===== config.mk =====
export PLATFORM = sky130hd
export DESIGN_NAME = sah_split_sweep_core
export DESIGN_NICKNAME = d
export VERILOG_FILES = /design/src/rtl/sahss_pkg.sv /design/src/rtl/sahss_front.sv /design/src/rtl/sahss_queue.sv /design/src/rtl/sahss_back.sv /design/src/rtl/sah_split_sweep_core.sv
export SDC_FILE = /design/constraint.sdc
export NUM_CORES = 2
export LEC_CHECK = 0
export ABC_AREA = 1
export BUFFER_PORTS_ARGS = -buffer_cell sky130_fd_sc_hd__buf_2
export CAP_MARGIN = 15
export CORE_MARGIN = 2
export CORE_UTILIZATION = 30
export DETAILED_ROUTE_END_ITERATION = 8
export GPL_TIMING_DRIVEN = 0
export MAX_ROUTING_LAYER = met4
export PLACE_DENSITY_LB_ADDON = 0.25
export SETUP_SLACK_MARGIN = 0.4
export SKIP_LAST_GASP = 1
export SYNTH_ARGS = -nofsm -noshare
export SYNTH_HDL_FRONTEND = slang
export SYNTH_SLANG_ARGS = --single-unit

===== constraint.sdc =====
create_clock -name clk_i -period 17.7 [get_ports clk_i]
set_input_delay 1.77 -clock clk_i [delete_from_list [all_inputs] [get_ports clk_i]]
set_output_delay 1.77 -clock clk_i [all_outputs]
set_load 0.005 [all_outputs]

===== src/rtl/sahss_pkg.sv =====
// ----------------------------------------------------------------------------
// sahss_pkg: shared types and constants for the SAH split sweep
// Config layout, edge and result beats, queue entry and fixed widths.
// ----------------------------------------------------------------------------
package sahss_pkg;

  // Object count clamp
  localparam int unsigned MaxObjects = 1024;

  // Field widths
  localparam int unsigned CntW     = 11;
  localparam int unsigned PosW     = 32;
  localparam int unsigned ExtW     = 31;
  localparam int unsigned CostW    = 16;
  localparam int unsigned BonusW   = 9;
  localparam int unsigned CfgIdxW  = 3;
  localparam int unsigned CfgDataW = 32;

  // Queue between front and back
  localparam int unsigned QueueDepth = 4;
  localparam int unsigned QPtrW      = $clog2(QueueDepth);
  localparam int unsigned QCntW      = $clog2(QueueDepth + 1);

  // Datapath widths of the shared multiplier and accumulator
  localparam int unsigned MulW  = 33;
  localparam int unsigned ProdW = 2 * MulW;
  localparam int unsigned AccW  = 104;

  // Full weight (no empty-side bonus), Q1.8
  localparam logic [BonusW-1:0] KFull = 9'd256;

  typedef enum logic [CfgIdxW-1:0] {
    CfgLower     = 3'd0,
    CfgUpper     = 3'd1,
    CfgExtFirst  = 3'd2,
    CfgExtSecond = 3'd3,
    CfgTrav      = 3'd4,
    CfgIsect     = 3'd5,
    CfgBonus     = 3'd6,
    CfgObjects   = 3'd7
  } cfg_idx_e;

  typedef struct packed {
    logic signed [PosW-1:0] lower_bound;
    logic signed [PosW-1:0] upper_bound;
    logic [ExtW-1:0]        extent_first;
    logic [ExtW-1:0]        extent_second;
    logic [CostW-1:0]       traversal_cost;
    logic [CostW-1:0]       intersect_cost;
    logic [BonusW-1:0]      empty_bonus;
    logic [CntW-1:0]        object_count;
  } cfg_t;

  typedef struct packed {
    logic signed [PosW-1:0] edge_position;
    logic                   edge_is_start;
    logic                   edge_last;
  } edge_t;

  typedef struct packed {
    logic            split_found;
    logic [CntW-1:0] split_index;
  } result_t;

  // Classified edge, as handed from front to back
  typedef struct packed {
    logic signed [PosW-1:0] pos;
    logic [CntW-1:0]        count_below;
    logic [CntW-1:0]        count_above;
    logic [CntW-1:0]        edge_index;
    logic                   in_node;
    logic                   empty;
    logic                   first;
    logic                   last;
  } q_entry_t;

  typedef struct packed {
    logic             full;
    logic             empty;
    logic [QCntW-1:0] count;
  } q_status_t;

  // Object count limited to MaxObjects
  function automatic logic [CntW-1:0] objects_eff(logic [CntW-1:0] n);
    logic [CntW-1:0] r;
    r = n;
    if (32'(n) > MaxObjects) r = CntW'(MaxObjects);
    return r;
  endfunction

endpackage


===== src/rtl/sahss_front.sv =====
// ----------------------------------------------------------------------------
// sahss_front: edge intake and classification
// Keeps the below/above/index counters, flags edges strictly inside the
// node interval and pushes one classified entry per accepted beat.
// ----------------------------------------------------------------------------
module sahss_front (
  input  logic                clk_i,
  input  logic                rst_ni,
  input  sahss_pkg::cfg_t     cfg_i,
  input  logic                in_valid_i,
  output logic                in_ready_o,
  input  sahss_pkg::edge_t    in_data_i,
  input  logic                q_full_i,
  output logic                q_push_o,
  output sahss_pkg::q_entry_t q_data_o
);

  logic                       fresh_q;
  logic [sahss_pkg::CntW-1:0] below_q, above_q, index_q;
  logic [sahss_pkg::CntW-1:0] below_cur, above_cur, index_cur, above_new;
  logic                       accept;

  assign in_ready_o = ~q_full_i;
  assign accept     = in_valid_i & ~q_full_i;
  assign q_push_o   = accept;

  // Counters restart on the first edge of a sweep
  always_comb begin
    below_cur = fresh_q ? '0 : below_q;
    above_cur = fresh_q ? sahss_pkg::objects_eff(cfg_i.object_count) : above_q;
    index_cur = fresh_q ? '0 : index_q;
    above_new = in_data_i.edge_is_start ? above_cur : above_cur - 1'b1;
  end

  // Classified entry
  always_comb begin
    q_data_o.pos         = in_data_i.edge_position;
    q_data_o.count_below = below_cur;
    q_data_o.count_above = above_new;
    q_data_o.edge_index  = index_cur;
    q_data_o.in_node     = ($signed(in_data_i.edge_position) > $signed(cfg_i.lower_bound)) &&
                           ($signed(in_data_i.edge_position) < $signed(cfg_i.upper_bound));
    q_data_o.empty       = (below_cur == '0) || (above_new == '0);
    q_data_o.first       = fresh_q;
    q_data_o.last        = in_data_i.edge_last;
  end

  // Sweep counters
  always_ff @(posedge clk_i or negedge rst_ni) begin
    if (!rst_ni) begin
      fresh_q <= 1'b1;
      below_q <= '0;
      above_q <= '0;
      index_q <= '0;
    end else if (accept) begin
      fresh_q <= in_data_i.edge_last;
      below_q <= below_cur + sahss_pkg::CntW'(in_data_i.edge_is_start);
      above_q <= above_new;
      index_q <= index_cur + 1'b1;
    end
  end

endmodule


===== src/rtl/sahss_queue.sv =====
// ----------------------------------------------------------------------------
// sahss_queue: short FIFO between front and back
// Lets the front keep taking edges while the back works on costs.
// ----------------------------------------------------------------------------
module sahss_queue (
  input  logic                 clk_i,
  input  logic                 rst_ni,
  input  logic                 push_i,
  input  sahss_pkg::q_entry_t  push_data_i,
  input  logic                 pop_i,
  output sahss_pkg::q_entry_t  pop_data_o,
  output sahss_pkg::q_status_t status_o
);

  sahss_pkg::q_entry_t         mem_q [sahss_pkg::QueueDepth];
  logic [sahss_pkg::QPtrW-1:0] wr_ptr_q, rd_ptr_q;
  logic [sahss_pkg::QCntW-1:0] count_q;

  localparam logic [sahss_pkg::QPtrW-1:0] LastPtr =
    sahss_pkg::QPtrW'(sahss_pkg::QueueDepth - 1);

  assign status_o.full  = (count_q == sahss_pkg::QCntW'(sahss_pkg::QueueDepth));
  assign status_o.empty = (count_q == '0);
  assign status_o.count = count_q;
  assign pop_data_o     = mem_q[rd_ptr_q];

  // Storage
  always_ff @(posedge clk_i) begin
    if (push_i) mem_q[wr_ptr_q] <= push_data_i;
  end

  // Pointers and fill count
  always_ff @(posedge clk_i or negedge rst_ni) begin
    if (!rst_ni) begin
      wr_ptr_q <= '0;
      rd_ptr_q <= '0;
      count_q  <= '0;
    end else begin
      if (push_i) wr_ptr_q <= (wr_ptr_q == LastPtr) ? '0 : wr_ptr_q + 1'b1;
      if (pop_i)  rd_ptr_q <= (rd_ptr_q == LastPtr) ? '0 : rd_ptr_q + 1'b1;
      if (push_i && !pop_i)      count_q <= count_q + 1'b1;
      else if (pop_i && !push_i) count_q <= count_q - 1'b1;
    end
  end

endmodule


===== src/rtl/sahss_back.sv =====
// ----------------------------------------------------------------------------
// sahss_back: SAH cost sequencer
// One 33x33 multiplier feeding a 104-bit shift-accumulator computes half
// area, leaf cost and split cost per edge; keeps the cheapest edge and
// drives the result register on the last edge.
// ----------------------------------------------------------------------------
module sahss_back (
  input  logic                clk_i,
  input  logic                rst_ni,
  input  sahss_pkg::cfg_t     cfg_i,
  input  logic                cfg_we_i,
  input  logic                q_empty_i,
  input  sahss_pkg::q_entry_t q_data_i,
  output logic                q_pop_o,
  output logic                out_valid_o,
  input  logic                out_ready_i,
  output sahss_pkg::result_t  out_data_o
);

  localparam int unsigned MulW  = sahss_pkg::MulW;
  localparam int unsigned ProdW = sahss_pkg::ProdW;
  localparam int unsigned AccW  = sahss_pkg::AccW;
  localparam int unsigned CntW  = sahss_pkg::CntW;
  localparam int unsigned ShW   = 7;

  // Accumulator shift amounts
  localparam logic [ShW-1:0] ShNone   = ShW'(0);
  localparam logic [ShW-1:0] ShByte   = ShW'(8);
  localparam logic [ShW-1:0] ShChunk  = ShW'(MulW);
  localparam logic [ShW-1:0] ShChByte = ShW'(MulW + 8);
  localparam logic [ShW-1:0] ShTwoCh  = ShW'(2 * MulW);

  typedef enum logic [21:0] {
    StIdle = 22'h000001,
    StTAb  = 22'h000002,
    StTDz  = 22'h000004,
    StTCap = 22'h000008,
    StLIo  = 22'h000010,
    StLT0  = 22'h000020,
    StLT1  = 22'h000040,
    StLCap = 22'h000080,
    StCP0  = 22'h000100,
    StCP1  = 22'h000200,
    StCS0  = 22'h000400,
    StCS1  = 22'h000800,
    StCS2  = 22'h001000,
    StCS3  = 22'h002000,
    StCS4  = 22'h004000,
    StCS5  = 22'h008000,
    StCS6  = 22'h010000,
    StCS7  = 22'h020000,
    StCS8  = 22'h040000,
    StCS9  = 22'h080000,
    StCCmp = 22'h100000,
    StFin  = 22'h200000
  } back_state_e;

  back_state_e         state_q, state_d;
  sahss_pkg::q_entry_t item_q;

  logic              t_ok_q, t_ok_d;
  logic [65:0]       t_q;
  logic [61:0]       ab_q;
  logic [43:0]       p_q;
  logic [76:0]       s_q;
  logic [26:0]       w_q;
  logic [ProdW-1:0]  prod_q;
  logic [ShW-1:0]    sh_q;
  logic              add_q, clr_q;
  logic [AccW-1:0]   acc_q, acc_sum, best_q;
  logic [CntW-1:0]   best_edge_q, best_edge_d;
  logic              best_valid_q, best_valid_d;
  logic              out_valid_q, out_valid_d;
  sahss_pkg::result_t out_data_q;

  logic [MulW-1:0]   mul_a, mul_b;
  logic [ShW-1:0]    iss_sh;
  logic              iss_add, iss_clr;
  logic              out_load, cost_less;

  logic [31:0]       sa;
  logic [CntW:0]     nsum;
  logic [32:0]       dz_full, dl_full, du_full;
  logic [31:0]       dz;
  logic [sahss_pkg::BonusW-1:0] bonus, k;
  logic [CntW-1:0]   obj;

  // Operand prep
  always_comb begin
    sa      = {1'b0, cfg_i.extent_first} + {1'b0, cfg_i.extent_second};
    nsum    = {1'b0, item_q.count_below} + {1'b0, item_q.count_above};
    dz_full = {cfg_i.upper_bound[31], cfg_i.upper_bound} -
              {cfg_i.lower_bound[31], cfg_i.lower_bound};
    dz      = (!dz_full[32] && dz_full != '0) ? dz_full[31:0] : '0;
    dl_full = {item_q.pos[31], item_q.pos} - {cfg_i.lower_bound[31], cfg_i.lower_bound};
    du_full = {cfg_i.upper_bound[31], cfg_i.upper_bound} - {item_q.pos[31], item_q.pos};
    bonus   = (cfg_i.empty_bonus > sahss_pkg::KFull) ? sahss_pkg::KFull : cfg_i.empty_bonus;
    k       = item_q.empty ? sahss_pkg::KFull - bonus : sahss_pkg::KFull;
    obj     = sahss_pkg::objects_eff(cfg_i.object_count);
  end

  // Shift-accumulate of the registered product
  assign acc_sum   = (clr_q ? '0 : acc_q) + (AccW'(prod_q) << sh_q);
  assign cost_less = acc_sum < best_q;

  // Sequencer: operand issue and next state
  always_comb begin
    state_d  = state_q;
    mul_a    = '0;
    mul_b    = '0;
    iss_sh   = ShNone;
    iss_add  = 1'b0;
    iss_clr  = 1'b0;
    q_pop_o  = 1'b0;
    out_load = 1'b0;
    case (state_q)
      StIdle: begin
        if (!q_empty_i) begin
          q_pop_o = 1'b1;
          if (!t_ok_q)               state_d = StTAb;
          else if (q_data_i.first)   state_d = StLIo;
          else if (q_data_i.in_node) state_d = StCP0;
          else                       state_d = StFin;
        end
      end
      // Half area T = a*b + dz*(a+b)
      StTAb: begin
        mul_a = MulW'(cfg_i.extent_first);  mul_b = MulW'(cfg_i.extent_second);
        iss_add = 1'b1; iss_clr = 1'b1;
        state_d = StTDz;
      end
      StTDz: begin
        mul_a = MulW'(dz); mul_b = MulW'(sa);
        iss_add = 1'b1;
        state_d = StTCap;
      end
      StTCap: begin
        if (item_q.first)        state_d = StLIo;
        else if (item_q.in_node) state_d = StCP0;
        else                     state_d = StFin;
      end
      // Leaf cost = intersect*objects*T*256
      StLIo: begin
        mul_a = MulW'(cfg_i.intersect_cost); mul_b = MulW'(obj);
        state_d = StLT0;
      end
      StLT0: begin
        mul_a = MulW'(prod_q[26:0]); mul_b = t_q[32:0];
        iss_sh = ShByte; iss_add = 1'b1; iss_clr = 1'b1;
        state_d = StLT1;
      end
      StLT1: begin
        mul_a = MulW'(w_q); mul_b = t_q[65:33];
        iss_sh = ShChByte; iss_add = 1'b1;
        state_d = StLCap;
      end
      StLCap: begin
        state_d = item_q.in_node ? StCP0 : StFin;
      end
      // P = nb*dl + na*du
      StCP0: begin
        mul_a = MulW'(item_q.count_below); mul_b = MulW'(dl_full[31:0]);
        iss_add = 1'b1; iss_clr = 1'b1;
        state_d = StCP1;
      end
      StCP1: begin
        mul_a = MulW'(item_q.count_above); mul_b = MulW'(du_full[31:0]);
        iss_add = 1'b1;
        state_d = StCS0;
      end
      // Area sum = ab*(nb+na) + (a+b)*P
      StCS0: begin
        mul_a = ab_q[32:0]; mul_b = MulW'(nsum);
        iss_add = 1'b1; iss_clr = 1'b1;
        state_d = StCS1;
      end
      StCS1: begin
        mul_a = MulW'(ab_q[61:33]); mul_b = MulW'(nsum);
        iss_sh = ShChunk; iss_add = 1'b1;
        state_d = StCS2;
      end
      StCS2: begin
        mul_a = MulW'(sa); mul_b = p_q[32:0];
        iss_add = 1'b1;
        state_d = StCS3;
      end
      StCS3: begin
        mul_a = MulW'(sa); mul_b = MulW'(p_q[43:33]);
        iss_sh = ShChunk; iss_add = 1'b1;
        state_d = StCS4;
      end
      // Weight = intersect*k
      StCS4: begin
        mul_a = MulW'(cfg_i.intersect_cost); mul_b = MulW'(k);
        state_d = StCS5;
      end
      // Split cost = weight*sum + trav*T*256
      StCS5: begin
        mul_a = MulW'(prod_q[26:0]); mul_b = s_q[32:0];
        iss_add = 1'b1; iss_clr = 1'b1;
        state_d = StCS6;
      end
      StCS6: begin
        mul_a = MulW'(w_q); mul_b = s_q[65:33];
        iss_sh = ShChunk; iss_add = 1'b1;
        state_d = StCS7;
      end
      StCS7: begin
        mul_a = MulW'(w_q); mul_b = MulW'(s_q[76:66]);
        iss_sh = ShTwoCh; iss_add = 1'b1;
        state_d = StCS8;
      end
      StCS8: begin
        mul_a = MulW'(cfg_i.traversal_cost); mul_b = t_q[32:0];
        iss_sh = ShByte; iss_add = 1'b1;
        state_d = StCS9;
      end
      StCS9: begin
        mul_a = MulW'(cfg_i.traversal_cost); mul_b = t_q[65:33];
        iss_sh = ShChByte; iss_add = 1'b1;
        state_d = StCCmp;
      end
      StCCmp: begin
        state_d = StFin;
      end
      StFin: begin
        if (!item_q.last) begin
          state_d = StIdle;
        end else if (!out_valid_q || out_ready_i) begin
          out_load = 1'b1;
          state_d  = StIdle;
        end
      end
      default: state_d = StIdle;
    endcase
  end

  // Control next values
  always_comb begin
    t_ok_d       = t_ok_q;
    best_valid_d = best_valid_q;
    best_edge_d  = best_edge_q;
    if (state_q == StTCap) t_ok_d = 1'b1;
    if (cfg_we_i)          t_ok_d = 1'b0;
    if (state_q == StLCap) begin
      best_valid_d = 1'b0;
      best_edge_d  = '0;
    end
    if (state_q == StCCmp && cost_less) begin
      best_valid_d = 1'b1;
      best_edge_d  = item_q.edge_index;
    end
    out_valid_d = out_valid_q & ~out_ready_i;
    if (out_load) out_valid_d = 1'b1;
  end

  // Control registers
  always_ff @(posedge clk_i or negedge rst_ni) begin
    if (!rst_ni) begin
      state_q      <= StIdle;
      t_ok_q       <= 1'b0;
      best_valid_q <= 1'b0;
      best_edge_q  <= '0;
      out_valid_q  <= 1'b0;
      add_q        <= 1'b0;
      clr_q        <= 1'b0;
    end else begin
      state_q      <= state_d;
      t_ok_q       <= t_ok_d;
      best_valid_q <= best_valid_d;
      best_edge_q  <= best_edge_d;
      out_valid_q  <= out_valid_d;
      add_q        <= iss_add;
      clr_q        <= iss_clr;
    end
  end

  // Datapath registers
  always_ff @(posedge clk_i) begin
    prod_q <= mul_a * mul_b;
    sh_q   <= iss_sh;
    if (add_q) acc_q <= acc_sum;
    if (q_pop_o) item_q <= q_data_i;
    if (state_q == StTDz)  ab_q <= prod_q[61:0];
    if (state_q == StTCap) t_q  <= acc_sum[65:0];
    if (state_q == StLT0 || state_q == StCS5) w_q <= prod_q[26:0];
    if (state_q == StCS0) p_q <= acc_sum[43:0];
    if (state_q == StCS4) s_q <= acc_sum[76:0];
    if (state_q == StLCap || (state_q == StCCmp && cost_less)) best_q <= acc_sum;
    if (out_load) begin
      out_data_q.split_found <= best_valid_q;
      out_data_q.split_index <= best_valid_q ? best_edge_q : '0;
    end
  end

  assign out_valid_o = out_valid_q;
  assign out_data_o  = out_data_q;

endmodule


===== src/rtl/sah_split_sweep_core.sv =====
// ----------------------------------------------------------------------------
// sah_split_sweep_core: SAH kd-tree split sweep, top level
// Front takes one edge beat per cycle while the queue has room, into a
// 4-entry queue; the back steps each edge through states on one shared 33x33
// multiplier: split cost inside the node interval, plus leaf cost on a
// sweep's first edge and node area after a config write. The result register
// loads on the last edge once any old result is taken. Reset clears all
// control state and loads the register defaults; there is no clearing pass.
// ----------------------------------------------------------------------------
module sah_split_sweep_core (
  input  logic                              clk_i,
  input  logic                              rst_ni,
  input  logic                              cfg_we_i,
  input  logic [sahss_pkg::CfgIdxW-1:0]     cfg_index_i,
  input  logic [sahss_pkg::CfgDataW-1:0]    cfg_wdata_i,
  input  logic                              in_valid_i,
  output logic                              in_ready_o,
  input  sahss_pkg::edge_t                  in_data_i,
  output logic                              out_valid_o,
  input  logic                              out_ready_i,
  output sahss_pkg::result_t                out_data_o
);

  sahss_pkg::cfg_t      cfg_q;
  sahss_pkg::q_entry_t  push_data, pop_data;
  sahss_pkg::q_status_t q_status;
  logic                 push, pop;

  // Configuration registers
  always_ff @(posedge clk_i or negedge rst_ni) begin
    if (!rst_ni) begin
      cfg_q.lower_bound    <= '0;
      cfg_q.upper_bound    <= '0;
      cfg_q.extent_first   <= '0;
      cfg_q.extent_second  <= '0;
      cfg_q.traversal_cost <= 16'd256;
      cfg_q.intersect_cost <= 16'd20480;
      cfg_q.empty_bonus    <= 9'd128;
      cfg_q.object_count   <= 11'd1;
    end else if (cfg_we_i) begin
      case (sahss_pkg::cfg_idx_e'(cfg_index_i))
        sahss_pkg::CfgLower:     cfg_q.lower_bound    <= cfg_wdata_i;
        sahss_pkg::CfgUpper:     cfg_q.upper_bound    <= cfg_wdata_i;
        sahss_pkg::CfgExtFirst:  cfg_q.extent_first   <= cfg_wdata_i[30:0];
        sahss_pkg::CfgExtSecond: cfg_q.extent_second  <= cfg_wdata_i[30:0];
        sahss_pkg::CfgTrav:      cfg_q.traversal_cost <= cfg_wdata_i[15:0];
        sahss_pkg::CfgIsect:     cfg_q.intersect_cost <= cfg_wdata_i[15:0];
        sahss_pkg::CfgBonus:     cfg_q.empty_bonus    <= cfg_wdata_i[8:0];
        sahss_pkg::CfgObjects:   cfg_q.object_count   <= cfg_wdata_i[10:0];
        default: ;
      endcase
    end
  end

  // Edge intake
  sahss_front u_front (
    .clk_i      (clk_i),
    .rst_ni     (rst_ni),
    .cfg_i      (cfg_q),
    .in_valid_i (in_valid_i),
    .in_ready_o (in_ready_o),
    .in_data_i  (in_data_i),
    .q_full_i   (q_status.full),
    .q_push_o   (push),
    .q_data_o   (push_data)
  );

  // Decoupling queue
  sahss_queue u_queue (
    .clk_i       (clk_i),
    .rst_ni      (rst_ni),
    .push_i      (push),
    .push_data_i (push_data),
    .pop_i       (pop),
    .pop_data_o  (pop_data),
    .status_o    (q_status)
  );

  // Cost sequencer and result register
  sahss_back u_back (
    .clk_i       (clk_i),
    .rst_ni      (rst_ni),
    .cfg_i       (cfg_q),
    .cfg_we_i    (cfg_we_i),
    .q_empty_i   (q_status.empty),
    .q_data_i    (pop_data),
    .q_pop_o     (pop),
    .out_valid_o (out_valid_o),
    .out_ready_i (out_ready_i),
    .out_data_o  (out_data_o)
  );

  // Queue never holds more than its depth
  a_q_bound: assert property (@(posedge clk_i) disable iff (!rst_ni)
    q_status.count <= sahss_pkg::QCntW'(sahss_pkg::QueueDepth))
    else $error("queue fill count above depth");

  // With the queue drained the front must take a beat
  a_ready_empty: assert property (@(posedge clk_i) disable iff (!rst_ni)
    q_status.empty |-> in_ready_o)
    else $error("front stalled with empty queue");

  // No pop from an empty queue
  a_no_underflow: assert property (@(posedge clk_i) disable iff (!rst_ni)
    pop |-> !q_status.empty)
    else $error("back popped an empty queue");

endmodule


==> impl_metrics.yaml <==
detailed_routing:
  drt_wl_total_microns: 466000
  avgViaCountPerCell: 5.19
  final_antenna_net_count: 0
  first_iter_violations: 10298
  routedWlPerCell_microns: 26.9
  route.detailed.drc: 0
  vias: 89889
  dr.pass1.iters: 6
sta:
  setup-tns-final_ns: 0
  setup_viol: 0
  layout_setup_ws_ns: 4.86
  slew_headroom_pct: 10.6
  hold_viol_final: 0
  rsz0062_at_grt: "no"
  hold_ws_ns: 0.482
  final.min_clock_period_ns: 12.84
  post-route-period-util_pct: 72.6
  worst_pin_slew_ns: 1.34
  clock_skew_ns: 0.0571
  fmax_ghz: 0.0779
  drv_slew: 0
placed_design:
  dp.cells: 17058
  dp_hpwl_microns: 387000
  post-place-ws_ns: 5.25
  place_congestion: 1.05
  portBuffers: 87
worst_hold_path:
  hold_depth: 1
  hold_start: "u_back.t_ok_q"
  hp-class: "reg2reg"
yosys:
  yosysTopAreaCellShare_pct: 24.2
  postSynth.asyncResetShare_pct: 22.0
  synth.cell_area_sq_um: 104000
  synth_edf_count: 841
  ys_seq_elements: 1167
  synth_top_cells_by_area: "edfxtp_1 24%, fa_1 19%, nand2_1 9.5%"
  seq_area_frac_synth_pct: 31.8
  ys_types: 73
  synth_flop_cell: "edfxtp_1"
  ys_warn_count: 0
  synth_area_per_cell_sq_um: 8.45
  yosysTopAreaCell: "edfxtp_1"
  synthCells: 12326
cts:
  cts-resized-gates: 0
  cts_tree: "yes"
  cts_buffer_depth: 3
  cts_setup_buffers: 0
  cts_made_buffers: 120
  clock-root-buffer: "clkbuf_16"
  worst_skew_pair.late_latency_ns: 0.80
  htreeDepth: 3
  clock_sinks: 1167
  clkSlewWorstSetupHoldPaths_ns: 0.07
  postCtsHoldBufs: 0
pwr:
  power.switching_mw: 7.48
  p_leak_nw: 51.3
  clkPwrFrac_pct: 18.2
  power_frac_comb_pct: 52.8
  internal-power_mw: 7.46
  p_per_area_nw_per_um2: 129
  swShare_pct: 50.1
  peakVddDrop_mv: 0.0911
  seqPwrFrac_pct: 29.0
global_route:
  first_global_vias: 88130
  overflow: 0
  grt_max_degree: 100
  antenna_found_initial: 39
  grt_pass1_wl_microns: 656000
  grt_usage_pct: 26.9
setup_path:
  worstSetupEndpointType: "register"
  cpPeakStageDelay_ns: 1.01
  critPathKind: "reg2reg"
  required_ns: 18.33
  cp-start-kind: "register"
  r2r_start: "cfg_q[146]"
  slowest_stage: "o21ai_0"
  crit_path_max_fanout: 10
  crit_top_cell: "fa_1"
  arrival_ns: 13.47
  startpoint: "cfg_q[146]"
  ff2ff_path_depth: 38
floorplan:
  die_x_microns: 593
  fp.coreArea_sq_um: 346000
  pin_count: 88
  core.rowCount: 216
  fp.dieH_microns: 593
  initial_core_util_pct: 30.1
  die_area_sq_um: 352000
finish:
  layout-drive-gt1-share_pct: 6.08
  area_growth_pct: 10.8
  mostFrequentLayoutCell: "nand2_1"
  final_cell_mix: "2,649 x nand2_1, 2,142 x inv_1, 1,027 x nor2_1"
  finalNonFillerCells: 17306
  nets: 14326
  final.fill_count: 36824
run:
  cap_violations: 0
status:
  status: "complete, no violations"
==> power by group through the flow <==
stage | clock network (mW) | registers (mW) | logic [mW]
2_1_floorplan | 0 | 4.18 | 4.38
4_1_cts | 2.75 | 4.33 | 7.73
6_report | 2.71 | 4.33 | 7.89
3_5_place_dp | 0 | 4.38 | 7.68
3_3_place_gp | 0 | 4.47 | 7.54
5_1_grt | 2.85 | 4.36 | 8.47
==> cells in the mapped netlist (25+ instances only) <==
master,instances
a21oi_1,972
ha_1,682
o21bai_1,45
inv_1,2144
dfrtp_1,250
nand4_1,100
fa_1,965
nor4_1,37
a21boi_0,25
clkbuf_1,173
nand3_1,376
nor2_2,30
a31oi_1,58
o211ai_1,25
o21a_1,35
xnor2_1,85
nor2_1,1032
o21ai_0,753
xor2_1,134
o22ai_1,124
buf_2,137
dfxtp_1,69
edfxtp_1,841
nand2_1,2650
buf_4,45
nor3_1,101
a21o_1,42
inv_2,41
buf_6,37
a22oi_1,35
==> registers in the layout, indices dropped and copies added (netlist names), 27 cells and up <==
name,cells
u_back.s_q,77
u_back.t_q,66
u_back.p_q,44
u_back.ab_q,62
cfg_q,178
u_queue.mem_q,276
u_back.acc_q,104
u_back.w_q,27
u_back.best_q,104
u_back.prod_q,66
u_back.item_q,69
==> cell families (layout without fill, tap and decap cells) <==
| family | count (synthesis) | in the layout | synth area share [%] |
|---|---|---|---|
| flip-flops | 1167 | 1167 | 31.8 |
| AO/OA/AOI/OAI | 2217 | 2217 | 11.7 |
| other | 2 | 39 | 0.00721 |
| adder cells (fa/ha/maj) | 1647 | 1647 | 26.7 |
| AND/OR/NAND/NOR | 4470 | 4470 | 17.9 |
| multiplexers | 9 | 9 | 0.0877 |
| XOR/XNOR | 219 | 219 | 1.84 |
| buffers and inverters | 2595 | 2960 | 9.94 |
==> routing by layer <==
layer  global-route usage, %  vias up  wire [microns]
li1                        -    40325               -
met1                    35.9    44818          200000
met2                    39.7     3896          200000
met3                    4.63      850           39200
met4                    12.6        0           27000
met5                       -        -               0
==> layout make-up <==
| type | instances | area [sq um] | share of cell area, % |
|---|---|---|---|
| Tap cell | 4578 | 5730 | 4.96 |
| Clock inverter | 79 | 843 | 0.731 |
| Timing Repair Buffer | 138 | 1170 | 1.01 |
| Antenna cell | 18 | 45.0 | 0.0390 |
| Sequential cell | 1167 | 33100 | 28.7 |
| Multi-Input combinational cell | 8583 | 60900 | 52.8 |
| Inverter | 2191 | 8230 | 7.13 |
| Buffer | 404 | 2140 | 1.85 |
| Clock buffer | 148 | 3260 | 2.83 |
==> critical path, delay by kind of cell (launching register included) <==
family,cells,cell delay (ns)
xor+xnor,1,0.35
fa+ha+maj,11,5.26
compound gates,9,3.04
buf+inv,8,1.03
flops,1,0.54
simple gates,9,2.42
==> path summary, 6_finish.rpt <==
path	end	slack (ns)
worst max-delay path	u_back.prod_q[62]	4.86
worst min-delay path	u_back.state_q[1]	0.48
worst max register to register	u_back.prod_q[62]	4.86
worst min register to register	u_back.state_q[1]	0.48
max in group asynchronous	cfg_q[77]	15.23
min in group asynchronous	u_front.index_q[7]	1.00
==> per-stage QoR <==
step | utilization [%] | area, sq um | power [mW]
floorplan | - | 104000 | 8.55
global route | 33.4 | 115000 | 15.7
global placement | 31.9 | 110000 | 12.0
detailed placement | 32.2 | 111000 | 12.1
finish | 33.4 | 115000 | 14.9
CTS | 33.3 | 115000 | 14.8
Power figures use the tool's default switching activity.
